===== src/rtl/ultrasonic_echo_ranger_top_assert.svh =====
// ----------------------------------------------------------------------------
// Assertion macros for the echo ranger
// Shared property wrappers, clocked on clk and disabled while rst is high.
// ----------------------------------------------------------------------------
`ifndef ULTRASONIC_ECHO_RANGER_TOP_ASSERT_SVH
`define ULTRASONIC_ECHO_RANGER_TOP_ASSERT_SVH

// Same-cycle implication.
`define UER_ASSERT_IMPL(label, ante, cons, msg) \
  label: assert property (@(posedge clk) disable iff (rst) (ante) |-> (cons)) \
    else $error(msg);

// Next-cycle implication.
`define UER_ASSERT_NEXT(label, ante, cons, msg) \
  label: assert property (@(posedge clk) disable iff (rst) (ante) |=> (cons)) \
    else $error(msg);

`endif


===== src/rtl/uer_pkg.sv =====
// ----------------------------------------------------------------------------
// uer_pkg
// Types and constants shared by the echo ranger front end, queue and back end.
// ----------------------------------------------------------------------------
package uer_pkg;

  localparam int COUNT_BITS_DEFAULT = 23;
  localparam int QUEUE_DEPTH        = 4;

  // Configuration register map
  localparam int CFG_INDEX_BITS   = 1;
  localparam int CFG_DATA_BITS    = 23;
  localparam int TRIG_WIDTH_BITS  = 8;
  localparam int TIMEOUT_BITS     = 23;
  localparam logic [CFG_INDEX_BITS-1:0] REG_TRIGGER_WIDTH = 1'b0;
  localparam logic [CFG_INDEX_BITS-1:0] REG_TIMEOUT_TICKS = 1'b1;
  localparam logic [TRIG_WIDTH_BITS-1:0] TRIG_WIDTH_RESET = 8'd10;
  localparam logic [TIMEOUT_BITS-1:0]    TIMEOUT_RESET    = 23'd5000000;

  // Status codes
  localparam logic [1:0] ST_OK       = 2'd0;
  localparam logic [1:0] ST_NO_ECHO  = 2'd1;
  localparam logic [1:0] ST_TOO_LONG = 2'd2;

  // Distance = width * SCALE_NUM / SCALE_DEN, saturated to DIST_BITS
  localparam int DIST_BITS = 21;
  localparam logic [DIST_BITS-1:0] DIST_MAX = '1;
  localparam longint unsigned SCALE_NUM = 64'd3403;
  localparam longint unsigned SCALE_DEN = 64'd20000;
  localparam longint unsigned DIST_LIMIT = 64'd1 << DIST_BITS;

  // Widths at or above this saturate the distance; below it they fit WC_BITS.
  localparam longint unsigned SAT_WIDTH_L =
    (DIST_LIMIT * SCALE_DEN + SCALE_NUM - 64'd1) / SCALE_NUM;
  localparam logic [31:0] SAT_WIDTH = 32'(SAT_WIDTH_L);
  localparam int WC_BITS = 24;

  // Reciprocal: floor(w*NUM/DEN) == (w*RECIP) >> RECIP_SHIFT for w < 2**WC_BITS
  localparam int RECIP_SHIFT   = 39;
  localparam int RECIP_BITS    = 37;
  localparam int RECIP_SPLIT   = 19;
  localparam int RECIP_HI_BITS = RECIP_BITS - RECIP_SPLIT;
  localparam longint unsigned RECIP_L =
    ((SCALE_NUM << RECIP_SHIFT) + SCALE_DEN - 64'd1) / SCALE_DEN;
  localparam logic [RECIP_HI_BITS-1:0] RECIP_HI = RECIP_HI_BITS'(RECIP_L >> RECIP_SPLIT);
  localparam logic [RECIP_SPLIT-1:0]   RECIP_LO = RECIP_SPLIT'(RECIP_L);

  // One classified tick handed from the front end to the back end
  typedef struct packed {
    logic               trig;
    logic               busy;
    logic               done;
    logic [1:0]         status;
    logic               ok;
    logic               sat;
    logic [WC_BITS-1:0] width;
  } uer_entry_t;

endpackage


===== src/rtl/ultrasonic_echo_ranger_top.sv =====
// ----------------------------------------------------------------------------
// ultrasonic_echo_ranger_top
// Trigger/echo range measurement driven by one input beat per microsecond.
// ----------------------------------------------------------------------------
// Usage:
//   Input channel (in_valid/in_ready): one beat per microsecond tick with the
//   sampled echo_level and a start_req. Output channel (out_valid/out_ready):
//   exactly one beat per input beat, in order, with trigger_level, busy_res,
//   done_res, status and the last good distance_mm.
//   Throughput: one beat per cycle, sustained while out_ready stays high.
//   An accepted beat passes the queue slot, the partial-product stage, then
//   sum and output register of the back end before out_valid.
//   The front end classifies each tick in the cycle it is accepted and hands
//   it to a 4-entry queue; when out_ready is low the back end holds its beat,
//   the queue fills, and in_ready drops once 4 beats are waiting.
//   Configuration: cfg_we writes cfg_data into register cfg_index (0 trigger
//   width, 1 timeout ticks) on the same edge; write only while idle.
//   Reset: block idle, trigger width 10, timeout 5000000 ticks (clamped to
//   the counter range), distance 0; no clearing pass.
// ----------------------------------------------------------------------------
module ultrasonic_echo_ranger_top
  import uer_pkg::*;
#(
  parameter int COUNT_BITS = COUNT_BITS_DEFAULT
) (
  input  logic                      clk,
  input  logic                      rst,
  input  logic                      cfg_we,
  input  logic [CFG_INDEX_BITS-1:0] cfg_index,
  input  logic [CFG_DATA_BITS-1:0]  cfg_data,
  input  logic                      in_valid,
  output logic                      in_ready,
  input  logic                      echo_level,
  input  logic                      start_req,
  output logic                      out_valid,
  input  logic                      out_ready,
  output logic                      trigger_level,
  output logic                      busy_res,
  output logic                      done_res,
  output logic [1:0]                status,
  output logic [DIST_BITS-1:0]      distance_mm
);

  logic       q_ready;   // queue has room: front may take a beat
  logic       push;
  uer_entry_t push_entry;
  logic       q_valid;
  logic       q_pop;
  uer_entry_t q_entry;

  // Accept a tick only when its classified beat has a queue slot.
  assign in_ready = q_ready;

  // Front end: state machine, counters, timeout and config registers.
  uer_front #(
    .COUNT_BITS (COUNT_BITS)
  ) u_front (
    .clk        (clk),
    .rst        (rst),
    .cfg_we     (cfg_we),
    .cfg_index  (cfg_index),
    .cfg_data   (cfg_data),
    .in_valid   (in_valid),
    .echo_level (echo_level),
    .start_req  (start_req),
    .q_ready    (q_ready),
    .push       (push),
    .entry      (push_entry)
  );

  // Decoupling queue: lets the front keep classifying during output stalls.
  uer_queue #(
    .DEPTH (QUEUE_DEPTH)
  ) u_queue (
    .clk        (clk),
    .rst        (rst),
    .push       (push),
    .push_entry (push_entry),
    .ready      (q_ready),
    .pop        (q_pop),
    .q_valid    (q_valid),
    .q_entry    (q_entry)
  );

  // Back end: distance arithmetic and the output register.
  uer_back u_back (
    .clk           (clk),
    .rst           (rst),
    .q_valid       (q_valid),
    .q_entry       (q_entry),
    .q_pop         (q_pop),
    .out_valid     (out_valid),
    .out_ready     (out_ready),
    .trigger_level (trigger_level),
    .busy_res      (busy_res),
    .done_res      (done_res),
    .status        (status),
    .distance_mm   (distance_mm)
  );

endmodule


===== src/rtl/uer_front.sv =====
// ----------------------------------------------------------------------------
// uer_front
// Per-tick measurement state machine and configuration registers.
// ----------------------------------------------------------------------------
module uer_front
  import uer_pkg::*;
#(
  parameter int COUNT_BITS = COUNT_BITS_DEFAULT
) (
  input  logic                      clk,
  input  logic                      rst,
  input  logic                      cfg_we,
  input  logic [CFG_INDEX_BITS-1:0] cfg_index,
  input  logic [CFG_DATA_BITS-1:0]  cfg_data,
  input  logic                      in_valid,
  input  logic                      echo_level,
  input  logic                      start_req,
  input  logic                      q_ready,
  output logic                      push,
  output uer_entry_t                entry
);

  localparam logic [COUNT_BITS-1:0] CNT_MAX = '1;

  typedef enum logic [3:0] {
    PH_IDLE = 4'b0001,
    PH_TRIG = 4'b0010,
    PH_WAIT = 4'b0100,
    PH_MEAS = 4'b1000
  } phase_t;

  function automatic logic [COUNT_BITS-1:0] clamp_timeout(
    input logic [TIMEOUT_BITS-1:0] v
  );
    logic [COUNT_BITS-1:0] r;
    if (v == '0) begin
      r = COUNT_BITS'(1);
    end else if (32'(v) > 32'(CNT_MAX)) begin
      r = CNT_MAX;
    end else begin
      r = COUNT_BITS'(v);
    end
    return r;
  endfunction

  phase_t                     phase, phase_next;
  logic [TRIG_WIDTH_BITS-1:0] trig_count, trig_count_next;
  logic [COUNT_BITS-1:0]      elapsed, elapsed_next;
  logic [COUNT_BITS-1:0]      echo_width, echo_width_next;
  logic [TRIG_WIDTH_BITS-1:0] trig_width;
  logic [COUNT_BITS-1:0]      timeout_lim;

  logic [COUNT_BITS-1:0] elapsed_inc, width_inc;
  logic                  hit;
  logic                  trig, done, ok;
  logic [1:0]            st;

  assign push = in_valid && q_ready;

  assign elapsed_inc = (elapsed == CNT_MAX) ? elapsed : elapsed + COUNT_BITS'(1);
  assign width_inc   = (echo_width == CNT_MAX) ? echo_width : echo_width + COUNT_BITS'(1);
  assign hit         = elapsed_inc >= timeout_lim;

  always_comb begin
    phase_next      = phase;
    trig_count_next = trig_count;
    elapsed_next    = elapsed;
    echo_width_next = echo_width;
    trig            = 1'b0;
    done            = 1'b0;
    ok              = 1'b0;
    st              = ST_OK;
    unique case (phase)
      PH_IDLE: begin
        if (start_req) begin
          phase_next      = PH_TRIG;
          trig_count_next = TRIG_WIDTH_BITS'(1);
          trig            = 1'b1;
        end
      end
      PH_TRIG: begin
        if (trig_count >= trig_width) begin
          phase_next   = PH_WAIT;
          elapsed_next = '0;
        end else begin
          trig_count_next = trig_count + TRIG_WIDTH_BITS'(1);
          trig            = 1'b1;
        end
      end
      PH_WAIT: begin
        elapsed_next = elapsed_inc;
        if (echo_level) begin
          phase_next      = PH_MEAS;
          echo_width_next = COUNT_BITS'(1);
          if (hit) begin
            phase_next = PH_IDLE;
            done       = 1'b1;
            st         = ST_TOO_LONG;
          end
        end else if (hit) begin
          phase_next = PH_IDLE;
          done       = 1'b1;
          st         = ST_NO_ECHO;
        end
      end
      PH_MEAS: begin
        if (echo_level) begin
          elapsed_next    = elapsed_inc;
          echo_width_next = width_inc;
          if (hit) begin
            phase_next = PH_IDLE;
            done       = 1'b1;
            st         = ST_TOO_LONG;
          end
        end else begin
          // echo fell: report the width held so far
          phase_next = PH_IDLE;
          done       = 1'b1;
          ok         = 1'b1;
          st         = ST_OK;
        end
      end
      default: begin
        phase_next = PH_IDLE;
      end
    endcase
  end

  always_comb begin
    entry.trig   = trig;
    entry.busy   = (phase_next != PH_IDLE);
    entry.done   = done;
    entry.status = st;
    entry.ok     = ok;
    entry.sat    = (32'(echo_width) >= SAT_WIDTH);
    entry.width  = WC_BITS'(echo_width);
  end

  always_ff @(posedge clk) begin
    if (rst) begin
      phase       <= PH_IDLE;
      trig_count  <= '0;
      elapsed     <= '0;
      echo_width  <= '0;
      trig_width  <= TRIG_WIDTH_RESET;
      timeout_lim <= clamp_timeout(TIMEOUT_RESET);
    end else begin
      if (push) begin
        phase      <= phase_next;
        trig_count <= trig_count_next;
        elapsed    <= elapsed_next;
        echo_width <= echo_width_next;
      end
      if (cfg_we) begin
        if (cfg_index == REG_TRIGGER_WIDTH) begin
          trig_width <= TRIG_WIDTH_BITS'(cfg_data);
        end else if (cfg_index == REG_TIMEOUT_TICKS) begin
          timeout_lim <= clamp_timeout(TIMEOUT_BITS'(cfg_data));
        end
      end
    end
  end

`include "ultrasonic_echo_ranger_top_assert.svh"

  `UER_ASSERT_NEXT(a_done_to_idle, push && entry.done, phase == PH_IDLE, "finish left block busy")
  `UER_ASSERT_IMPL(a_meas_width, phase == PH_MEAS, echo_width != '0, "measuring with zero width")

endmodule


===== src/rtl/uer_queue.sv =====
// ----------------------------------------------------------------------------
// uer_queue
// Short FIFO of classified ticks between the front end and the back end.
// ----------------------------------------------------------------------------
module uer_queue
  import uer_pkg::*;
#(
  parameter int DEPTH = QUEUE_DEPTH
) (
  input  logic       clk,
  input  logic       rst,
  input  logic       push,
  input  uer_entry_t push_entry,
  output logic       ready,
  input  logic       pop,
  output logic       q_valid,
  output uer_entry_t q_entry
);

  localparam int PTR_W = (DEPTH > 1) ? $clog2(DEPTH) : 1;
  localparam int CNT_W = $clog2(DEPTH + 1);

  uer_entry_t       slots [DEPTH];
  logic [PTR_W-1:0] wr_ptr, rd_ptr;
  logic [CNT_W-1:0] count;

  assign ready   = (count != CNT_W'(DEPTH));
  assign q_valid = (count != '0);
  assign q_entry = slots[rd_ptr];

  always_ff @(posedge clk) begin
    if (push) begin
      slots[wr_ptr] <= push_entry;
    end
  end

  always_ff @(posedge clk) begin
    if (rst) begin
      wr_ptr <= '0;
      rd_ptr <= '0;
      count  <= '0;
    end else begin
      if (push) begin
        wr_ptr <= (wr_ptr == PTR_W'(DEPTH - 1)) ? '0 : wr_ptr + PTR_W'(1);
      end
      if (pop) begin
        rd_ptr <= (rd_ptr == PTR_W'(DEPTH - 1)) ? '0 : rd_ptr + PTR_W'(1);
      end
      if (push && !pop) begin
        count <= count + CNT_W'(1);
      end else if (pop && !push) begin
        count <= count - CNT_W'(1);
      end
    end
  end

`include "ultrasonic_echo_ranger_top_assert.svh"

  `UER_ASSERT_IMPL(a_q_empty_ptrs, count == '0, wr_ptr == rd_ptr, "empty queue with pointers apart")

endmodule


===== src/rtl/uer_back.sv =====
// ----------------------------------------------------------------------------
// uer_back
// Distance pipeline: split reciprocal multiply, then sum, saturate and output.
// ----------------------------------------------------------------------------
module uer_back
  import uer_pkg::*;
(
  input  logic                 clk,
  input  logic                 rst,
  input  logic                 q_valid,
  input  uer_entry_t           q_entry,
  output logic                 q_pop,
  output logic                 out_valid,
  input  logic                 out_ready,
  output logic                 trigger_level,
  output logic                 busy_res,
  output logic                 done_res,
  output logic [1:0]           status,
  output logic [DIST_BITS-1:0] distance_mm
);

  localparam int PH_BITS   = WC_BITS + RECIP_HI_BITS;
  localparam int PL_BITS   = WC_BITS + RECIP_SPLIT;
  localparam int PROD_BITS = WC_BITS + RECIP_BITS;

  logic                 s1_valid;
  logic                 s1_trig, s1_busy, s1_done, s1_ok, s1_sat;
  logic [1:0]           s1_status;
  logic [PH_BITS-1:0]   s1_ph;
  logic [PL_BITS-1:0]   s1_pl;

  logic                 out_take, s1_ready, out_load;
  logic [PROD_BITS-1:0] prod_sum;
  logic [DIST_BITS-1:0] dist_new;

  assign out_take = !out_valid || out_ready;
  assign s1_ready = !s1_valid || out_take;
  assign q_pop    = q_valid && s1_ready;
  assign out_load = s1_valid && out_take;

  assign prod_sum = (PROD_BITS'(s1_ph) << RECIP_SPLIT) + PROD_BITS'(s1_pl);
  assign dist_new = s1_sat ? DIST_MAX : prod_sum[RECIP_SHIFT +: DIST_BITS];

  // Stage 1: partial products of width times reciprocal
  always_ff @(posedge clk) begin
    if (q_pop) begin
      s1_trig   <= q_entry.trig;
      s1_busy   <= q_entry.busy;
      s1_done   <= q_entry.done;
      s1_status <= q_entry.status;
      s1_ok     <= q_entry.ok;
      s1_sat    <= q_entry.sat;
      s1_ph     <= PH_BITS'(q_entry.width) * PH_BITS'(RECIP_HI);
      s1_pl     <= PL_BITS'(q_entry.width) * PL_BITS'(RECIP_LO);
    end
  end

  // Output register
  always_ff @(posedge clk) begin
    if (out_load) begin
      trigger_level <= s1_trig;
      busy_res      <= s1_busy;
      done_res      <= s1_done;
      status        <= s1_status;
    end
  end

  always_ff @(posedge clk) begin
    if (rst) begin
      s1_valid    <= 1'b0;
      out_valid   <= 1'b0;
      distance_mm <= '0;
    end else begin
      if (s1_ready) begin
        s1_valid <= q_valid;
      end
      if (out_take) begin
        out_valid <= s1_valid;
      end
      // distance_mm doubles as the last good distance
      if (out_load && s1_ok) begin
        distance_mm <= dist_new;
      end
    end
  end

`include "ultrasonic_echo_ranger_top_assert.svh"

  `UER_ASSERT_NEXT(a_dist_hold, !(out_load && s1_ok), distance_mm == $past(distance_mm), "distance moved without a good finish")

endmodule


===== config.mk =====
export PLATFORM = sky130hd
export DESIGN_NAME = ultrasonic_echo_ranger_top
export DESIGN_NICKNAME = d
export VERILOG_FILES = /design/src/rtl/uer_pkg.sv /design/src/rtl/ultrasonic_echo_ranger_top.sv /design/src/rtl/uer_front.sv /design/src/rtl/uer_queue.sv /design/src/rtl/uer_back.sv
export VERILOG_INCLUDE_DIRS = /design/src /design/src/rtl
export SDC_FILE = /design/constraint.sdc
export NUM_CORES = 1
export LEC_CHECK = 0
export BUFFER_PORTS_ARGS = -buffer_cell sky130_fd_sc_hd__buf_2
export CAP_MARGIN = 5
export CORE_ASPECT_RATIO = 0.5
export CORE_MARGIN = 2
export CORE_UTILIZATION = 60
export CTS_CLUSTER_SIZE = 25
export DETAILED_ROUTE_END_ITERATION = 8
export HOLD_SLACK_MARGIN = 0.03
export PLACE_DENSITY_LB_ADDON = 0.2
export SETUP_SLACK_MARGIN = 0.05
export SYNTH_ARGS = -nofsm -noshare
export SYNTH_HDL_FRONTEND = slang
export SYNTH_SLANG_ARGS = --single-unit

===== constraint.sdc =====
create_clock -name clk -period 9.9 [get_ports clk]
set_input_delay 0.495 -clock clk [delete_from_list [all_inputs] [get_ports clk]]
set_output_delay 0.495 -clock clk [all_outputs]
set_load 0.05 [all_outputs]

# [Yosys cells after proc, flatten, opt, wreduce, memory -nomap -nowiden]
# Memory sizes are Yosys's and may differ from the RTL's. A register that Yosys moved wholly into a read port is not among the register bits.
# Cells that the tools add are included.
[word_totals] register_bits=212 ramBits=116 in_bits=31 output_inout_bits=28 wordCells=118 memories=1
[op_classes] add_sub_neg=8 mul=2 n_lt_le_gt_ge=2 n_eq_ne=16 n_mux=41 bitwise=1 reduce_logical=23
[memory_table] name="u_queue.slots" words=4 width=29 read_ports=1 rd_ports_with_merged_regs=1 wr=1 line="uer_queue.sv:23" source="uer_entry_t slots [DEPTH];"
[ops] op="23-bit 2-to-1 mux" n=7
[ops] op="23-bit one-hot mux with 3 select lines" n=1
[ops] op="60-bit by 41-bit adder with 60-bit output" n=1
[ops] op="23-bit by 1-bit adder with 23-bit output (second input constant)" n=2
[ops] op="23-bit equality test (second input constant)" n=2
[ops] op="23-bit one-hot mux with 2 select lines" n=1
[ops] op="24-bit by 18-bit multiplier with 41-bit output (second input constant)" n=1
[ops] op="24-bit by 16-bit multiplier with 40-bit output (second input constant)" n=1
[ops] op="4-bit 2-to-1 mux" n=6
[ops] op="23-bit >= comparator" n=1
[ops] op="23-bit zero test" n=1
[ops] op="21-bit 2-to-1 mux" n=1
[ops] op="8-bit 2-to-1 mux" n=2
[ops] op="4-bit one-hot mux with 4 select lines" n=1
[ops] op="8-bit one-hot mux with 2 select lines" n=1
[ops] op="2-bit 2-to-1 mux" n=7
[ops] op="2-bit != test (second input constant)" n=5
[ops] op="1-bit 2-to-1 mux" n=9
[ops] op="8-bit by 1-bit adder with 8-bit output (second input constant)" n=1
[ops] op="8-bit >= comparator" n=1
[ops] op="4-bit AND reduction" n=2
[ops] op="1-bit logical AND" n=6
[ops] op="3-bit 2-to-1 mux" n=2
[ops] op="2-bit nonzero test" n=3
[ops] op="19 further kinds" n=28

# [Logic depth before layout (Yosys ltp)]
[depth] word_depth=7 mapped_depth=25 ltp_nobuf=23

# [Hierarchy]
# From an unflattened synthesis, not the netlist that was laid out.
[unflattened] hier_cells=2756 hier_area_um2=29488.3
[modules_own_cells] module="uer_back" instances=1 cells_per_inst=1893 area_per_inst_um2=19357.3 seq_area_each_um2=2712.6
[modules_own_cells] module="uer_front" instances=1 cells_per_inst=657 area_per_inst_um2=5215.0 seq_area_each_um2=1781.7
[modules_own_cells] module="uer_queue" instances=1 cells_per_inst=206 area_per_inst_um2=4916.0 seq_area_each_um2=3903.7

# [Worst setup path before layout]
# Ideal clock, no wire load.
[synth_path] path_type="reg-to-reg" start="register with a tool-made name" end="register u_back.s1_pl[40] (data pin)" arrival_ps=6950 slack_ps=2690 path_stages_with_launch=24 path_buffers=2 path_cell_list="dfxtp_1 -> buf_2 -> buf_1 -> mux4_2 -> ha_1 -> fa_1 -> inv_1 -> fa_1 -> inv_1 -> fa_1 -> inv_1 -> fa_1 -> fa_1 -> inv_1 -> ha_1 -> a21o_1 -> a21o_1 -> a21o_1 -> a311o_1 -> a21o_1 -> a41oi_1 -> o311ai_1 -> a21oi_1 -> xnor2_1"
[synth_lines] element="end signal: assignment" line="uer_back.sv:54" source="s1_pl <= PL_BITS'(q_entry.width) * PL_BITS'(RECIP_LO);"
[synth_lines] element="end: declaration" line="uer_back.sv:30" source="logic [PL_BITS-1:0] s1_pl;"

==> impl_results.md <==
- Synth Warn #: 0
- RSZ-0062 raised after global routing: false
- Worst Path Required: slightly above 10000 ps
- Critical path type: reg2reg
- CTS root buffer: clkbuf_16
- Async SR Flop Fraction: 0%
- Reg2Reg Depth: 18
- DR iter-0 viols: 1475
- CTS sink count: 311
- DP HPWL: 56100 um
- WHS Path Cells: 3
- Post-synthesis sequential area ratio: 28.6%
- Post-CTS Resized: 0
- Post-synth EDFFs: 190
- Fmax: 119 MHz
- First-pass GRT wire length: 107000 um
- Multi-input gate area: 17900 um2
- Cell variety after synth: slightly above 80
- Slew HR: approximately 14%
- GP Congestion: 1.00
- Wire per inst: between 20 and 25 um
- Slowest library cell on the worst path: a2111oi_0
- Routed vias: 19100
- Fillers: 3842
- Crit path launch type: flop
- Post-Syn Area: 28400 um2
- Max-cap violation count: 0
- H-tree Lvls: 1
- Layout cells sized above 1: 6.73%
- Gr ovfl total: 0
- Area Growth Syn to Fin: 7.06%
- Crit. End Element: flop
- DRC: 1
- Adder-cell area share of the yosys netlist: 39.2%
- Skew final: around 14 ps
- Most frequent cells in the layout: inv_1 (601), ha_1 (361), fa_1 (331)
- Worst-Margin Slew: 1270 ps
- Final period utilization: 84.6%
- Failing checks: DRC
- Reg area: just over 8000 um2
- Post-layout min period: 8380 ps
- Die area: 49300 um2
- Critical Path, Cell by Cell: mux4_2 -> ha_1 -> fa_1 -> fa_1 -> fa_1 -> inv_1 -> fa_1 -> inv_1 -> fa_1 -> ha_1 -> and3_1 -> nand3_1 -> a2111oi_0 -> o21ai_1 -> a211oi_2 -> o31ai_1 -> a41oi_1 -> xor2_1
- Simple logic cell fraction of the synthesized area: 8.89%
- Mux cell area share after synthesis: 2.72%
- Postcts setup bufs: 0
- Setup TNS: 0 ps
- Outcome: finished with violations
- Die width: 312 um
- Initial antenna violation count: 2
- Complex-gate fraction of the synthesized area: 8.31%
- Hold crit path type: in2reg
- Final setup violating endpoints: 0
- Critical Path AT: ~8700 ps
- Max Buffers Root-to-Sink: 3
- Syn_nets: 3373
- Cell mode on critical path: fa_1
- Largest family of logic cells by synthesized area: adder cells
- CTS clock-pin slew for the worst setup and hold paths: 70 ps
- Largest net degree at the start of global routing: 89
- Chip height: between 150 and 200 um
- Critical path's largest stage delay: 1020 ps
- Clock tree from TritonCTS: yes
- Vias/cell: 5.66
- Drt first pass iters: 9
- Synth Flop Type: edfxtp_1
- Core ar.: 46800 um2
- Hold_sp: cfg_data[14]
- Commonest non-fill, non-tap cell in the layout: inv_1
- Port-buffer cells: 58
- Vias in the first global route: 19200
- Worst skew pair latency: 610 ps
- Routed Antenna Nets: 0
- XOR/XNOR Fraction of Synth Area: 3.76%
- Max-slew violations: 0
- CTS Hold Bufs: 0
- Num rows: 56
- GRT Overall Usage: 28.6%
- Final hold violations: 0
- # IOs: 59
- #FFs+latches synth: 311
- Post-layout net count: 3432
- Cells after Synth: 2650
- Initial Util: 60.8%
- Worst Path Max Fanout: 22
- Num CTS Buffers: 30
- Routed Wire Length: 68800 um
- Post-Syn Area per Cell: 10.7 um2
## sequential cells by signal (all words and copies together) (netlist names), 3 cells and up, named ones only
name / flops
u_front.trig_count: 8
u_front.elapsed: 23
u_queue.count: 3
u_front.echo_width: 23
u_back.s1_pl: 22
u_back.distance_mm: 21
u_front.trig_width: 8
u_front.timeout_lim: 23
u_queue.slots: 116
u_front.phase: 4
u_back.s1_ph: 41
## per-layer routing
| metal | wire length (um) | GRT usage (%) |
|---|---|---|
| met1 | 30400 | 39.1 |
| met2 | 31600 | 46.8 |
| met3 | 5280 | 6.88 |
| met4 | 1550 | 6.07 |
| met5 | 0 | 0 |
## path summary, 6_finish.rpt
path | to | slack (ps)
setup / recovery | u_back.s1_ph[38]$_DFFE_PP_ | 1520
hold / removal | u_front.timeout_lim[14]$_SDFFE_PP1P_ | 110
setup reg to reg | u_back.s1_ph[38]$_DFFE_PP_ | 1520
hold reg to reg | u_back.busy_res$_DFFE_PP_ | 420
## logic make-up after synthesis
logic type	Yosys count
buf+inv	644
mux	41
compound gates	339
xor+xnor	122
fa+ha+maj	692
flops	311
simple gates	501
## Yosys cell counts, types with 3 or more instances
cell type	n	area (um2)
o211ai_1	4	30.0
clkbuf_1	30	113
and2_1	18	113
a211o_1	7	61.3
nor2_1	118	443
o22a_1	4	35.0
nor2b_1	19	119
a31o_2	3	26.3
or3_1	13	81.3
nand4_1	29	181
inv_1	601	2260
nand2b_1	17	106
o21a_1	17	128
mux4_2	29	653
nand2_1	135	507
a41oi_1	4	35.0
dfxtp_1	121	2420
a211oi_1	19	143
a21boi_0	6	45.0
and4_1	9	78.8
a21oi_1	101	505
or4_1	4	30.0
edfxtp_1	190	5710
o21bai_1	6	45.0
a31oi_1	12	75.1
nor4_1	15	93.8
o31ai_1	5	37.5
nand3_1	36	180
a21o_1	62	465
and3_1	22	138
mux2i_1	11	110
o221ai_1	3	26.3
nor3_1	26	130
xnor2_1	58	508
a22o_1	17	149
a311oi_1	7	61.3
fa_1	331	6630
nand3b_1	11	82.6
ha_1	361	4520
buf_1	5	18.8
o21ai_0	32	160
xor2_1	64	561
or2_2	11	68.8
nor3b_1	4	30.0
buf_2	5	25.0
## layout make-up
class,instances,share of cell area [%]
flip-flops and latches,311,26.7
well taps,638,2.62
diodes,1,0.00822
clock buffers,34,2.51
inverters,601,7.41
multi-input cells,1695,58.8
clock inverters,22,0.727
repair buffers,70,1.25
## critical path: cells and delay by family, from the launching register on
kind | cells | cell delay, ps
multiplexers | 1 | 790
AND/OR/NAND/NOR | 2 | 410
flip-flops | 1 | 850
AO/OA/AOI/OAI | 5 | 2340
XOR/XNOR | 1 | 90
buffers and inverters | 2 | 110
adder cells (fa/ha/maj) | 7 | 3530
## stage by stage
step / utilization (%) / instance area (um2) / cells / setup WS, ps / hold slack, ps
2_1_floorplan: - / 28400 / 2650 / 2690 / 400
5_1_grt: 65.0 / 30400 / 3371 / 1290 / 105
3_5_place_dp: 62.9 / 29500 / 3315 / 1750 / 405
3_3_place_gp: 62.9 / 29500 / 3315 / 1780 / 405
6_report: 65.1 / 30400 / 3372 / 1520 / 110
4_1_cts: 65.0 / 30400 / 3371 / 1700 / 81.6
Power is not shown: default switching activity piles up to over one toggle a cycle in this logic, so the estimate is an artifact.
